$ cat src/sepe_queue.sv
// Small register FIFO between the front and back pipelines.
module sepe_queue #(
  parameter int WIDTH = 8,
  parameter int DEPTH = 4
) (
  input  logic             clk_i,
  input  logic             rst_ni,
  input  logic             push_valid_i,
  output logic             push_ready_o,
  input  logic [WIDTH-1:0] push_data_i,
  output logic             pop_valid_o,
  input  logic             pop_ready_i,
  output logic [WIDTH-1:0] pop_data_o
);
  localparam int PTR_W = (DEPTH > 1) ? $clog2(DEPTH) : 1;
  localparam int CNT_W = $clog2(DEPTH + 1);

  logic [WIDTH-1:0] mem_q [DEPTH];
  logic [PTR_W-1:0] wr_q, rd_q;
  logic [CNT_W-1:0] cnt_q;
  logic             push, pop;

  assign push_ready_o = cnt_q != CNT_W'(DEPTH);
  assign pop_valid_o  = cnt_q != '0;
  assign push         = push_valid_i && push_ready_o;
  assign pop          = pop_valid_o && pop_ready_i;
  assign pop_data_o   = mem_q[rd_q];

  always_ff @(posedge clk_i or negedge rst_ni) begin
    if (!rst_ni) begin
      wr_q  <= '0;
      rd_q  <= '0;
      cnt_q <= '0;
    end else begin
      if (push) wr_q <= (wr_q == PTR_W'(DEPTH-1)) ? '0 : wr_q + 1'b1;
      if (pop)  rd_q <= (rd_q == PTR_W'(DEPTH-1)) ? '0 : rd_q + 1'b1;
      if (push && !pop)      cnt_q <= cnt_q + 1'b1;
      else if (pop && !push) cnt_q <= cnt_q - 1'b1;
    end
  end

  always_ff @(posedge clk_i) begin
    if (push) mem_q[wr_q] <= push_data_i;
  end
endmodule

$ cat config.mk
export PLATFORM = sky130hd
export DESIGN_NAME = sepe_queue
export DESIGN_NICKNAME = d
export VERILOG_FILES = /design/src/sepe_queue.sv
export SDC_FILE = /design/constraint.sdc
export NUM_CORES = 1
export LEC_CHECK = 0
export ABC_AREA = 0
export BUFFER_PORTS_ARGS = -buffer_cell sky130_fd_sc_hd__buf_2
export CORE_MARGIN = 2
export CORE_UTILIZATION = 30
export CTS_BUF_LIST = sky130_fd_sc_hd__clkbuf_8
export CTS_CLUSTER_DIAMETER = 120
export DETAILED_ROUTE_END_ITERATION = 12
export RECOVER_POWER = 50
export SLEW_MARGIN = 10
export SYNTH_ARGS = -nofsm -noshare
export SYNTH_HDL_FRONTEND = slang
export SYNTH_SLANG_ARGS = --single-unit
$ cat constraint.sdc
create_clock -name clk_i -period 2.1 [get_ports clk_i]
set_input_delay 0.42 -clock clk_i [delete_from_list [all_inputs] [get_ports clk_i]]
set_output_delay 0.42 -clock clk_i [all_outputs]
set_load 0.01 [all_outputs]
# == After elaboration in Yosys (flattened, before gate mapping) ==
# Memory sizes are Yosys's and may differ from the RTL's.
# Cells that the tools add are included.
# totals
ff_bits,7
mem_bits_rw,32
in_bits,12
output_inout_bits,10
word_cells,25
mem_count,1
# classes
addsub,4
eq_ne,3
muxes,6
reduce_logical,8
# memory_table
name,words,word_bits,rd,rd_clocked_by_memory_dff,wr,line,rtl
mem_q,4,8,1,0,1,18,logic [WIDTH-1:0] mem_q [DEPTH];
# op_table
op,n
$mux 3,2
$add 2x1->2 const B,2
$eq 2x2->1 const B,2
$logic_and 1x1->1,4
$mux 2,2
$add 3x1->3 const B,1
$ne 3x3->1 const B,1
$reduce_bool 3->1,1
$sub 3x1->3 const B,1
$logic_not 1->1,2
$mux 1,2
$reduce_bool 2->1,1

# == Longest topological paths before layout ==
# Gate-level depths: netlist (run 1).
# logic_depth
depth_word,6
ltp_mapped,8
mapped_depth_nobuf,8

# == Least setup slack after synthesis (run 1) ==
# Ideal clock, no wire load.
# synth_timing
path_type,register to register
startpoint,register cnt_q[2]
endpoint,register cnt_q[2]
setup_ps,79
t_arrival_ps,1885
t_required_ps,2021
setup_slack_ps,135
path_stages_with_launch,9
path_buffers,0
synth_period_minus_slack_ps,1965
path_cell_list,dfrtp_1 -> or3_4 -> nand2_4 -> ha_1 -> inv_1 -> fa_1 -> xor2_1 -> nor2_1 -> xor2_1
# synth_via
elab_chain_len,5
elab_cells_between_ends,13
cone_classes,add/sub: 2; eq/ne: 1; mux: 2; reduce/logical: 8
# synth_rtl
item,line,rtl
start: declaration,20,logic [CNT_W-1:0] cnt_q;
start signal: assignment,37,if (push && !pop) cnt_q <= cnt_q + 1'b1;
start signal: assignment,38,else if (pop && !push) cnt_q <= cnt_q - 1'b1;
$reduce_bool 3->1 *,24,assign pop_valid_o = cnt_q != '0;
named net pop_valid_o,11,"output logic pop_valid_o,"
$logic_and 1x1->1 *,26,assign pop = pop_valid_o && pop_ready_i;
$logic_not 1->1,37,
$logic_and 1x1->1,37,
$mux 3 / $reduce_bool 2->1 (equally long branches),-,
# Mark *: on every way through the listed nets, which the timed path passes. The rest lies on a longest branch. The select of a mux whose other input is x is not followed.
# A chain may end at the register's enable or synchronous reset.

# == Worst setup path in the final report (run 1) ==
# layout_timing
startpoint,register cnt_q[2]
endpoint,register cnt_q[2]
# layout_via
elab_chain_len,5
elab_cells_between_ends,13
cone_classes,add/sub: 2; eq/ne: 1; mux: 2; reduce/logical: 8
# layout_rtl
item
branches (longest 5 deep; another with $sub 3x1->3)
# Parallel ways; which one is timed is not known. The select of a mux whose other input is x is not followed.

==> results.json, run 1 <==
{
  "synth_area_um2": 1600,
  "diodes": 0,
  "hold-path-cell-count": 1,
  "cap_violations": 0,
  "critPathKind": "reg -> reg",
  "core_area_um2": 5140,
  "cp.required_ns": 2.31,
  "worst_r2r_endpoint": "cnt_q[2]$_DFFE_PN0P_",
  "min_from": "push_data_i[1]",
  "path_common_cell": "xor2_1",
  "finalWirelength_mm": 2.53,
  "die_w_um": 77.0,
  "yosysTopAreaCellShare": 0.601,
  "reg2reg_depth": 8,
  "vias": 788,
  "worst_slack_ns": 0.106,
  "regToRegStartpoint": "cnt_q[2]$_DFFE_PN0P_",
  "nFillCells": 484,
  "critPathSlowestCell": "or3_4",
  "synth_nets": 98,
  "yosysMostFrequentCell": "edfxtp_1",
  "grt_pass1_wl_mm": 3.92,
  "finClkSkew_ns": 0.00823,
  "synth.cells.most_frequent": "edfxtp_1 (32), mux4_2 (8), dfrtp_1 (7), ha_1 (6)",
  "num_rows": 26,
  "drive_gt1_frac": 0.366,
  "max_freq_ghz": 0.501,
  "p_leak_uw": 0.000704,
  "dp_slack_ns": 0.0764,
  "clock_sink_count": 39,
  "synth_xor_xnor_area_share": 0.0164,
  "p_per_area_nw_per_um2": 1390,
  "drt-met1-wl_mm": 1.08,
  "hold_slack_ns": 0.391,
  "path_cells": "or3_4 -> nand2_4 -> ha_4 -> inv_1 -> fa_1 -> xor2_1 -> nor2_1 -> xor2_1",
  "ff_latch_area_um2": 1140,
  "root_buffer": "clkbuf_8",
  "synth_cells": 79,
  "worstSkewPairLatency_ns": 0.29,
  "synth.area.mux_share": 0.153,
  "critical_path.startpoint_type": "register",
  "clockBufferDepth": 2,
  "grt_pass1_vias": 825,
  "cp_data_arrival_time_ns": 2.20,
  "hpwl_mm": 1.72,
  "dr_wl_met3_um": 112,
  "vias_per_cell": 4.33,
  "hp-class": "in -> reg",
  "reg2reg_slack_ns": 0.11,
  "tightest_slew_ns": 0.443,
  "setup_viol": 0,
  "route.antenna.remaining_nets": 0,
  "drt_iter0_drc": 40,
  "grt_start_max_net_pins": 14,
  "finalHoldViolations": 0,
  "grt_overflow": 0,
  "numCtsBuffers": 5,
  "drc": 0,
  "postSynth.asyncResetShare": 0.179,
  "synthSimpleGateAreaFrac": 0.0415,
  "clk_pin_slew_worst_paths_ns": 0.08,
  "yosys.area_share.adder": 0.0595,
  "start_util": 0.311,
  "post-route-period-util": 0.950,
  "gp_congestion": 0.734,
  "multiInputGateArea_um2": 463,
  "synth_seq_cells": 39,
  "cts_tree": "done",
  "maxSlewViolCount": 0,
  "portBuffers": 21,
  "yosys.area.top_type": "edfxtp_1",
  "ys_types": 18,
  "max-slew-margin-rel": 0.704,
  "critPathMaxFanout": 3,
  "syn_area_per_cell_um2": 20.2,
  "ctsHtreeMaxLevel": 2,
  "synth_compound_area_frac": 0.00704,
  "holdPathEnd": "mem_q[0][1]$_DFFE_PP_",
  "nNetsFinal": 130,
  "dr.pass1.iters": 4,
  "finalPower_uw": 2700,
  "antenna_found_initial": 0,
  "top_layer_used": "met4",
  "syn2layout_area_growth_pct": 21.7,
  "yosys_warnings": 0,
  "ys_top_cells_by_area": "edfxtp_1 (60%), mux4_2 (11%), dfrtp_1 (11%), ha_1 (4.7%), mux2_2 (2.1%)",
  "outcome": "complete, no violations",
  "io_pins": 22,
  "tns_ns": 0,
  "max_stage_delay_ns": 0.41,
  "dieArea_um2": 5930,
  "fp.dieH_um": 77.0,
  "ir_drop_uv": 345,
  "rsz0062_at_grt": "no",
  "end_kind": "register",
  "ys_seq_area_frac": 0.710,
  "finalCriticalPeriod_ns": 1.99,
  "routed-wl-met2_mm": 1.30,
  "synth_top_family_by_area": "multiplexers",
  "grt_use_total": 0.0920,
  "wire_per_inst_um": 13.9,
  "synth-edff-count": 32,
  "synth_ff_type": "edfxtp_1"
}
worst max path at each step:
stage,startpoint,end,depth (start not counted)
after floorplan,cnt_q[2]$_DFFE_PN0P_,cnt_q[2]$_DFFE_PN0P_,8
after global placement,cnt_q[2]$_DFFE_PN0P_,cnt_q[2]$_DFFE_PN0P_,8
after detailed placement,cnt_q[2]$_DFFE_PN0P_,cnt_q[2]$_DFFE_PN0P_,8
after CTS,cnt_q[2]$_DFFE_PN0P_,cnt_q[2]$_DFFE_PN0P_,8
after global routing,cnt_q[2]$_DFFE_PN0P_,cnt_q[2]$_DFFE_PN0P_,8
final,cnt_q[2]$_DFFE_PN0P_,cnt_q[2]$_DFFE_PN0P_,8
metrics by stage:
stage | std cells | area, µm² | util
2_1_floorplan | 79 | 1600 | -
3_3_place_gp | 172 | 1810 | 0.353
3_5_place_dp | 172 | 1810 | 0.353
4_1_cts | 181 | 1940 | 0.377
5_1_grt | 182 | 1950 | 0.379
6_report | 182 | 1950 | 0.379
area by class of cell:
| type | instances | share of cell area |
|---|---|---|
| Clock inverter | 3 | 0.0225 |
| Clock buffer | 5 | 0.0354 |
| Timing Repair Buffer | 27 | 0.0688 |
| Multi-Input combinational cell | 35 | 0.238 |
| Tap cell | 70 | 0.0450 |
| Sequential cell | 39 | 0.585 |
| Inverter | 3 | 0.00579 |
state kept, by name (all words and copies together), names as in the netlist:
name,flops
mem_q,32
cnt_q,3
rd_q,2
wr_q,2
layer usage:
metal	global-route usage	vias up
met5	0	-
met4	0.0536	0
met3	0.0388	2
met2	0.159	21
met1	0.0926	399
li1	-	366
critical path: cells and delay by family (launching register included):
kind	cells	cell delay, ns
XOR/XNOR	2	0.32
adder cells (fa/ha/maj)	2	0.51
buffers and inverters	1	0.05
flip-flops	1	0.39
AND/OR/NAND/NOR	3	0.66
logic make-up after synthesis:
family                     after synthesis
and+or+nand+nor                         11
buffers and inverters                    5
adders and majority gates                7
muxes                                   13
DFF                                     39
AOI/OAI and AO/OA                        1
xor gates and xnor gates                 3
where the power goes:
group	total [µW]	leakage (µW)	internal [µW]	switching [µW]
logic	889	0.000271	491	399
registers	1210	0.000374	1050	155
clock network	610	0.0000581	354	257
total	2700	0.000704	1890	811
cells in the final DEF, fill, tap and decap left out:
cell type	count
bufinv_16	1
dlygate4sd3_1	1
dfrtp_2	1
xor2_1	2
mux2_2	3
edfxtp_1	32
ha_4	1
a21boi_4	1
clkbuf_1	11
mux2_4	2
clkinv_4	1
ha_1	5
clkbuf_8	5
buf_2	12
nor2_1	4
xnor2_1	1
mux4_2	8
nand2_4	1
clkinv_2	1
or3_4	1
dfrtp_1	6
fa_1	1
buf_4	3
inv_1	3
nand2_1	1
and2_1	4
what timing repair did:
action | 4_1_cts | 5_1_grt
hold endpoints to repair | 7 | 0
hold buffers | 1 | 0
resized for setup | 1 | 3
setup endpoints to repair | 8 | 1
pin swaps | 0 | 3
setup buffers | 0 | 1
Power figures use the tool's default switching activity.
==> inputs of run 2 (changes only) <==
--- a/config.mk
+++ b/config.mk
@@ -8,7 +8,7 @@
 export ABC_AREA = 0
 export BUFFER_PORTS_ARGS = -buffer_cell sky130_fd_sc_hd__buf_2
 export CORE_MARGIN = 2
-export CORE_UTILIZATION = 30
+export CORE_UTILIZATION = 35
 export CTS_BUF_LIST = sky130_fd_sc_hd__clkbuf_8
 export CTS_CLUSTER_DIAMETER = 120
 export DETAILED_ROUTE_END_ITERATION = 12
==> constraint.sdc (replaced) <==
create_clock -name clk_i -period 1.62 [get_ports clk_i]
set_input_delay 0.324 -clock clk_i [delete_from_list [all_inputs] [get_ports clk_i]]
set_output_delay 0.324 -clock clk_i [all_outputs]
set_load 0.01 [all_outputs]
==> run 2 against run 1 <==
  * The run now ends with setup timing left
  * Via count grew 6.3%
  * Routed wire length grew 4.0%
  * Clock skew shrank 0.0023 ns
  * Maximum frequency grew 9.2%
  * Sequential power grew 24%
  * Worst setup slack lost 0.31 ns
  * Clock power grew 5.6%
  * Critical path depth is the same
  * First-iteration DRC count grew 10%
  * Register-to-register slack lost 0.31 ns
  * Global-route usage grew 2.8 points
  * Critical path type unchanged
==> results.json, run 2 (synthesis results as in run 1) <==
{
  "outcome": "complete, but fails checks",
  "failed_checks": "setup timing",
  "fp.dieH_um": 71.6,
  "grtUsageMet2": 0.192,
  "post-route-period-util": 1.13,
  "final_common_cell": "edfxtp_1",
  "portBuffers": 21,
  "critical_path.startpoint_type": "register",
  "max-slew-margin-rel": 0.690,
  "dp_cells": 167,
  "die_w_um": 71.6,
  "largestRegisters": "mem_q x32, cnt_q x3",
  "cp.required_ns": 1.83,
  "finalCriticalPeriod_ns": 1.83,
  "critPathSlowestCell": "or3_4",
  "top_register": "mem_q",
  "cp_data_arrival_time_ns": 2.03,
  "critPathKind": "reg -> reg",
  "maxSlewViolCount": 0,
  "drc": 0,
  "drt_iter0_drc": 44,
  "finClkSkew_ns": 0.00594,
  "route.antenna.remaining_nets": 0,
  "layout_common_cells": "edfxtp_1 (32), buf_4 (22), clkbuf_1 (9), mux4_2 (8)",
  "grt_use_total": 0.120,
  "clock_sink_count": 39,
  "p_per_area_nw_per_um2": 1800,
  "worstSkewPairLatency_ns": 0.28,
  "setup_viol": 10,
  "num_rows": 24,
  "antenna_found_initial": 0,
  "gp_congestion": 0.743,
  "ir_drop_uv": 661,
  "cap_violations": 0,
  "drive_gt1_frac": 0.477,
  "worst_slack_ns": -0.206,
  "path_cells": "or3_4 -> nand2_4 -> ha_4 -> inv_2 -> fa_2 -> xor2_1 -> nor2_1 -> xor2_1",
  "core_area_um2": 4380,
  "path_common_cell": "xor2_1",
  "grt_overflow": 0,
  "clockBufferDepth": 2,
  "wire_per_inst_um": 14.4,
  "stdcell_count": 182,
  "dieArea_um2": 5130,
  "max_stage_delay_ns": 0.40,
  "met3_usage": 0.0450,
  "hpwl_mm": 1.97,
  "end_kind": "register",
  "io_pins": 22,
  "tightest_slew_ns": 0.465,
  "nNetsFinal": 148,
  "finalHoldViolations": 0,
  "rsz0062_at_grt": "yes",
  "p_leak_uw": 0.000812,
  "clk_pin_slew_worst_paths_ns": 0.07,
  "grt_start_max_net_pins": 13,
  "hp-class": "in -> reg",
  "diodes": 0,
  "syn2layout_area_growth_pct": 30.9,
  "grt_pass1_wl_mm": 4.49,
  "largest_register_ffs": 32,
  "start_util": 0.365,
  "grt_pass1_vias": 921,
  "busiest_layer": "met2",
  "dr.pass1.iters": 2,
  "nFillCells": 404,
  "finalWirelength_mm": 2.63,
  "cts_tree": "done",
  "critPathMaxFanout": 2,
  "dp_slack_ns": -0.213,
  "vias_per_cell": 4.60,
  "root_buffer": "clkbuf_8",
  "max_freq_ghz": 0.548,
  "use_met1": 0.149,
  "ctsHtreeMaxLevel": 2,
  "vias": 838,
  "numCtsBuffers": 5
}
run 2: cell count changes in the layout (fill, tap and decap cells not counted), sizes merged:
cell    change
buf        +20
clkbuf      -1
clkinv      -1
bufinv      -1
inv         +1
run 2: final timing paths:
check / start / end / slack, ns / depth (start not counted)
worst max-delay path: cnt_q[1]$_DFFE_PN0P_ / cnt_q[2]$_DFFE_PN0P_ / -0.21 / 8
worst min-delay path: push_data_i[3] / mem_q[3][3]$_DFFE_PP_ / 0.31 / 1
worst max register to register: cnt_q[1]$_DFFE_PN0P_ / cnt_q[2]$_DFFE_PN0P_ / -0.21 / 8
worst min register to register: wr_q[1]$_DFFE_PN0P_ / wr_q[1]$_DFFE_PN0P_ / 0.58 / 1
max in group asynchronous: rst_ni / cnt_q[1]$_DFFE_PN0P_ / 0.84 / 2
min in group asynchronous: rst_ni / rd_q[1]$_DFFE_PN0P_ / 0.48 / 2
run 2: metrics by stage:
step                      utilization  TNS, ns  total power (µW)  area [µm²]  hold WS, ns
after detailed placement        0.438   -0.408              2960        1920        0.171
after global routing            0.477    -2.28              4030        2090        0.319
after CTS                       0.470    -1.79              3700        2060        0.245
final                           0.477    -1.61              3760        2090        0.306
after floorplan                     -   -0.505              2360        1620       0.0284
after global placement          0.438   -0.363              2920        1920        0.164
run 2: cell type report:
type / count / area, µm² / area share
clock inverters: 2 / 8.76 / 0.00418
flip-flops and latches: 39 / 1140 / 0.543
multi-input cells: 35 / 469 / 0.224
clock buffers: 6 / 82.6 / 0.0395
repair buffers: 45 / 320 / 0.153
inverters: 3 / 11.3 / 0.00538
well taps: 52 / 65.1 / 0.0311
run 2: worst max-delay path: cells and delay by family (launching register included):
kind                     cells  cell delay, ns
flip-flops                   1            0.38
XOR/XNOR                     2            0.29
AND/OR/NAND/NOR              3            0.60
adder cells (fa/ha/maj)      2            0.45
buffers and inverters        1            0.03
run 2: timing repair:
action / in CTS / in global routing
hold endpoints to repair: 7 / 0
hold buffers: 1 / 0
setup buffers: 4 / 2
resized for setup: 2 / 5
setup endpoints to repair: 11 / 11
pin swaps: 2 / 0
run 2: where the power goes:
part	switching (µW)	total, µW	internal (µW)	leakage (µW)
logic	643	1610	971	0.000384
registers	144	1500	1360	0.000375
clock network	308	644	337	0.0000524
total	1100	3760	2670	0.000812
run 2: metal layers:
layer | vias to the layer above | share of wire
met1 | 412 | 0.43
li1 | 401 | -
met4 | 0 | 0.014
met2 | 19 | 0.51
met5 | - | 0
met3 | 6 | 0.047
==> inputs of run 3 (changes only) <==
--- a/config.mk
+++ b/config.mk
@@ -8,11 +8,12 @@
 export ABC_AREA = 0
 export BUFFER_PORTS_ARGS = -buffer_cell sky130_fd_sc_hd__buf_2
 export CORE_MARGIN = 2
-export CORE_UTILIZATION = 35
+export CORE_UTILIZATION = 45
 export CTS_BUF_LIST = sky130_fd_sc_hd__clkbuf_8
 export CTS_CLUSTER_DIAMETER = 120
 export DETAILED_ROUTE_END_ITERATION = 12
-export RECOVER_POWER = 50
+export PLACE_DENSITY = 0.67
+export RECOVER_POWER = 100
 export SLEW_MARGIN = 10
 export SYNTH_ARGS = -nofsm -noshare
 export SYNTH_HDL_FRONTEND = slang
==> run 3 against run 2 <==
  * The run still ends with setup timing left
  * Sequential cell count did not move
  * Sequential share of layout area rose by 0.95 points
  * Sequential power barely moved
  * Register-to-register slack barely moved
  * Die area fell by 21%
  * Power rose by 1.1%
==> results.json, run 3 (synthesis results as in run 1) <==
{
  "outcome": "complete, but fails checks",
  "failed_checks": "setup timing",
  "numCtsBuffers": 5,
  "drt_iter0_drc": 25,
  "finalWirelength_mm": 2.53,
  "finClkSkew_ns": 0.00439,
  "clock_sink_count": 39,
  "root_buffer": "clkbuf_8",
  "post-route-cell-area_um2": 2060,
  "antenna_found_initial": 0,
  "num_rows": 21,
  "gp_congestion": 0.760,
  "intPower_uw": 2720,
  "diodes": 0,
  "critical_path.startpoint_type": "register",
  "portBuffers": 21,
  "grt_pass1_vias": 870,
  "clk_pin_slew_worst_paths_ns": 0.07,
  "critPathSlowestCell": "dfrtp_1",
  "ir_drop_uv": 1080,
  "largest_register_ffs": 32,
  "grt_overflow": 0,
  "largestRegisters": "mem_q x32, cnt_q x3",
  "hp-class": "in -> reg",
  "maxSlewViolCount": 0,
  "hpwl_mm": 1.85,
  "crit_buf_inv": 1,
  "max_freq_ghz": 0.544,
  "finalCriticalPeriod_ns": 1.84,
  "fp.dieH_um": 63.6,
  "p_sw_frac": 0.285,
  "layout_common_cells": "edfxtp_1 (32), buf_4 (17), buf_2 (9), clkbuf_1 (9), mux4_2 (8)",
  "switchingPower_uw": 1080,
  "end_kind": "register",
  "grt_start_max_net_pins": 13,
  "seqPwrFrac": 0.396,
  "final_common_cell": "edfxtp_1",
  "grt_use_total": 0.151,
  "vias_per_cell": 4.82,
  "ctsHtreeMaxLevel": 2,
  "post-route-period-util": 1.14,
  "grt_pass1_wl_mm": 4.25,
  "dieArea_um2": 4050,
  "dr.pass1.iters": 3,
  "path_cells": "or3_4 -> nand2_4 -> ha_4 -> inv_2 -> fa_2 -> xor2_1 -> nor2_1 -> xor2_1",
  "critPathKind": "reg -> reg",
  "cp.required_ns": 1.83,
  "cap_violations": 0,
  "nFillCells": 273,
  "wire_per_inst_um": 14.6,
  "route.antenna.remaining_nets": 0,
  "syn2layout_area_growth_pct": 28.8,
  "dp_cells": 162,
  "setup_viol": 10,
  "start_util": 0.475,
  "drive_gt1_frac": 0.465,
  "stdcell_count": 173,
  "max_stage_delay_ns": 0.40,
  "max-slew-margin-rel": 0.732,
  "drc": 0,
  "dp_slack_ns": -0.218,
  "io_pins": 22,
  "combPwrFrac": 0.402,
  "place_area_um2": 1910,
  "worstSkewPairLatency_ns": 0.29,
  "worst_slack_ns": -0.220,
  "crit_family": "simple AND/OR/NAND/NOR gates",
  "vias": 833,
  "rsz0062_at_grt": "yes",
  "finalHoldViolations": 0,
  "nNetsFinal": 145,
  "cp_data_arrival_time_ns": 2.05,
  "pwr-share-clk": 0.202,
  "die_w_um": 63.6,
  "p_per_area_nw_per_um2": 1850,
  "p_leak_uw": 0.000793,
  "top_register": "mem_q",
  "clockBufferDepth": 2,
  "cts_tree": "done",
  "critPathMaxFanout": 3,
  "path_common_cell": "xor2_1",
  "tightest_slew_ns": 0.402,
  "core_area_um2": 3360
}
[run 3: power groups by stage]
stage          combinational (µW)  clock, µW  sequential, µW
2_1_floorplan                 887          0            1480
3_3_place_gp                 1380          0            1510
3_5_place_dp                 1420          0            1520
4_1_cts                      1510        793            1510
5_1_grt                      1670        831            1540
6_report                     1530        768            1510
[run 3: through the flow]
stage	total power, µW	hold slack [ns]	setup TNS [ns]	util
final	3800	0.291	-1.79	0.612
after global routing	4040	0.309	-2.42	0.612
after CTS	3820	0.233	-1.99	0.612
after detailed placement	2940	0.171	-0.422	0.567
after global placement	2890	0.170	-0.347	0.567
after floorplan	2360	0.0284	-0.505	-
[run 3: final timing paths]
| kind | startpoint | endpoint | slack [ns] | cells after the start |
|---|---|---|---|---|
| min reg2reg | wr_q[1]$_DFFE_PN0P_ | wr_q[1]$_DFFE_PN0P_ | 0.57 | 1 |
| min | push_data_i[6] | mem_q[1][6]$_DFFE_PP_ | 0.29 | 1 |
| max | cnt_q[0]$_DFFE_PN0P_ | cnt_q[2]$_DFFE_PN0P_ | -0.22 | 8 |
| max in group asynchronous | rst_ni | rd_q[1]$_DFFE_PN0P_ | 0.84 | 2 |
| max reg2reg | cnt_q[0]$_DFFE_PN0P_ | cnt_q[2]$_DFFE_PN0P_ | -0.22 | 8 |
| min in group asynchronous | rst_ni | cnt_q[1]$_DFFE_PN0P_ | 0.47 | 2 |
[run 3: worst reg2reg max path, delay by kind of cell, from the launching register on]
family                   cells  cell delay, ns
AND/OR/NAND/NOR              3            0.58
adder cells (fa/ha/maj)      2            0.45
flip-flops                   1            0.40
XOR/XNOR                     2            0.28
buffers and inverters        1            0.03
[run 3: cell type report]
class	instances	area [µm²]	share of cell area
well taps	46	57.6	0.0279
multi-input cells	35	462	0.224
clock inverters	3	38.8	0.0188
repair buffers	42	284	0.138
inverters	3	11.3	0.00547
clock buffers	5	68.8	0.0334
flip-flops and latches	39	1140	0.552
[run 3: metal layers]
layer	vias to the layer above	GRT usage	wire (µm)
met5	-	0	0
met4	0	0.106	70
met3	6	0.0464	117
met2	15	0.246	1350
met1	416	0.167	996
li1	396	-	-
[run 3: timing repair]
action	in CTS	in global routing
resized for setup	6	1
endpoints found under the hold margin	7	0
pin swaps	1	0
setup endpoints to repair	10	10
setup buffers	1	1
gates cloned	0	0
hold buffers	1	0
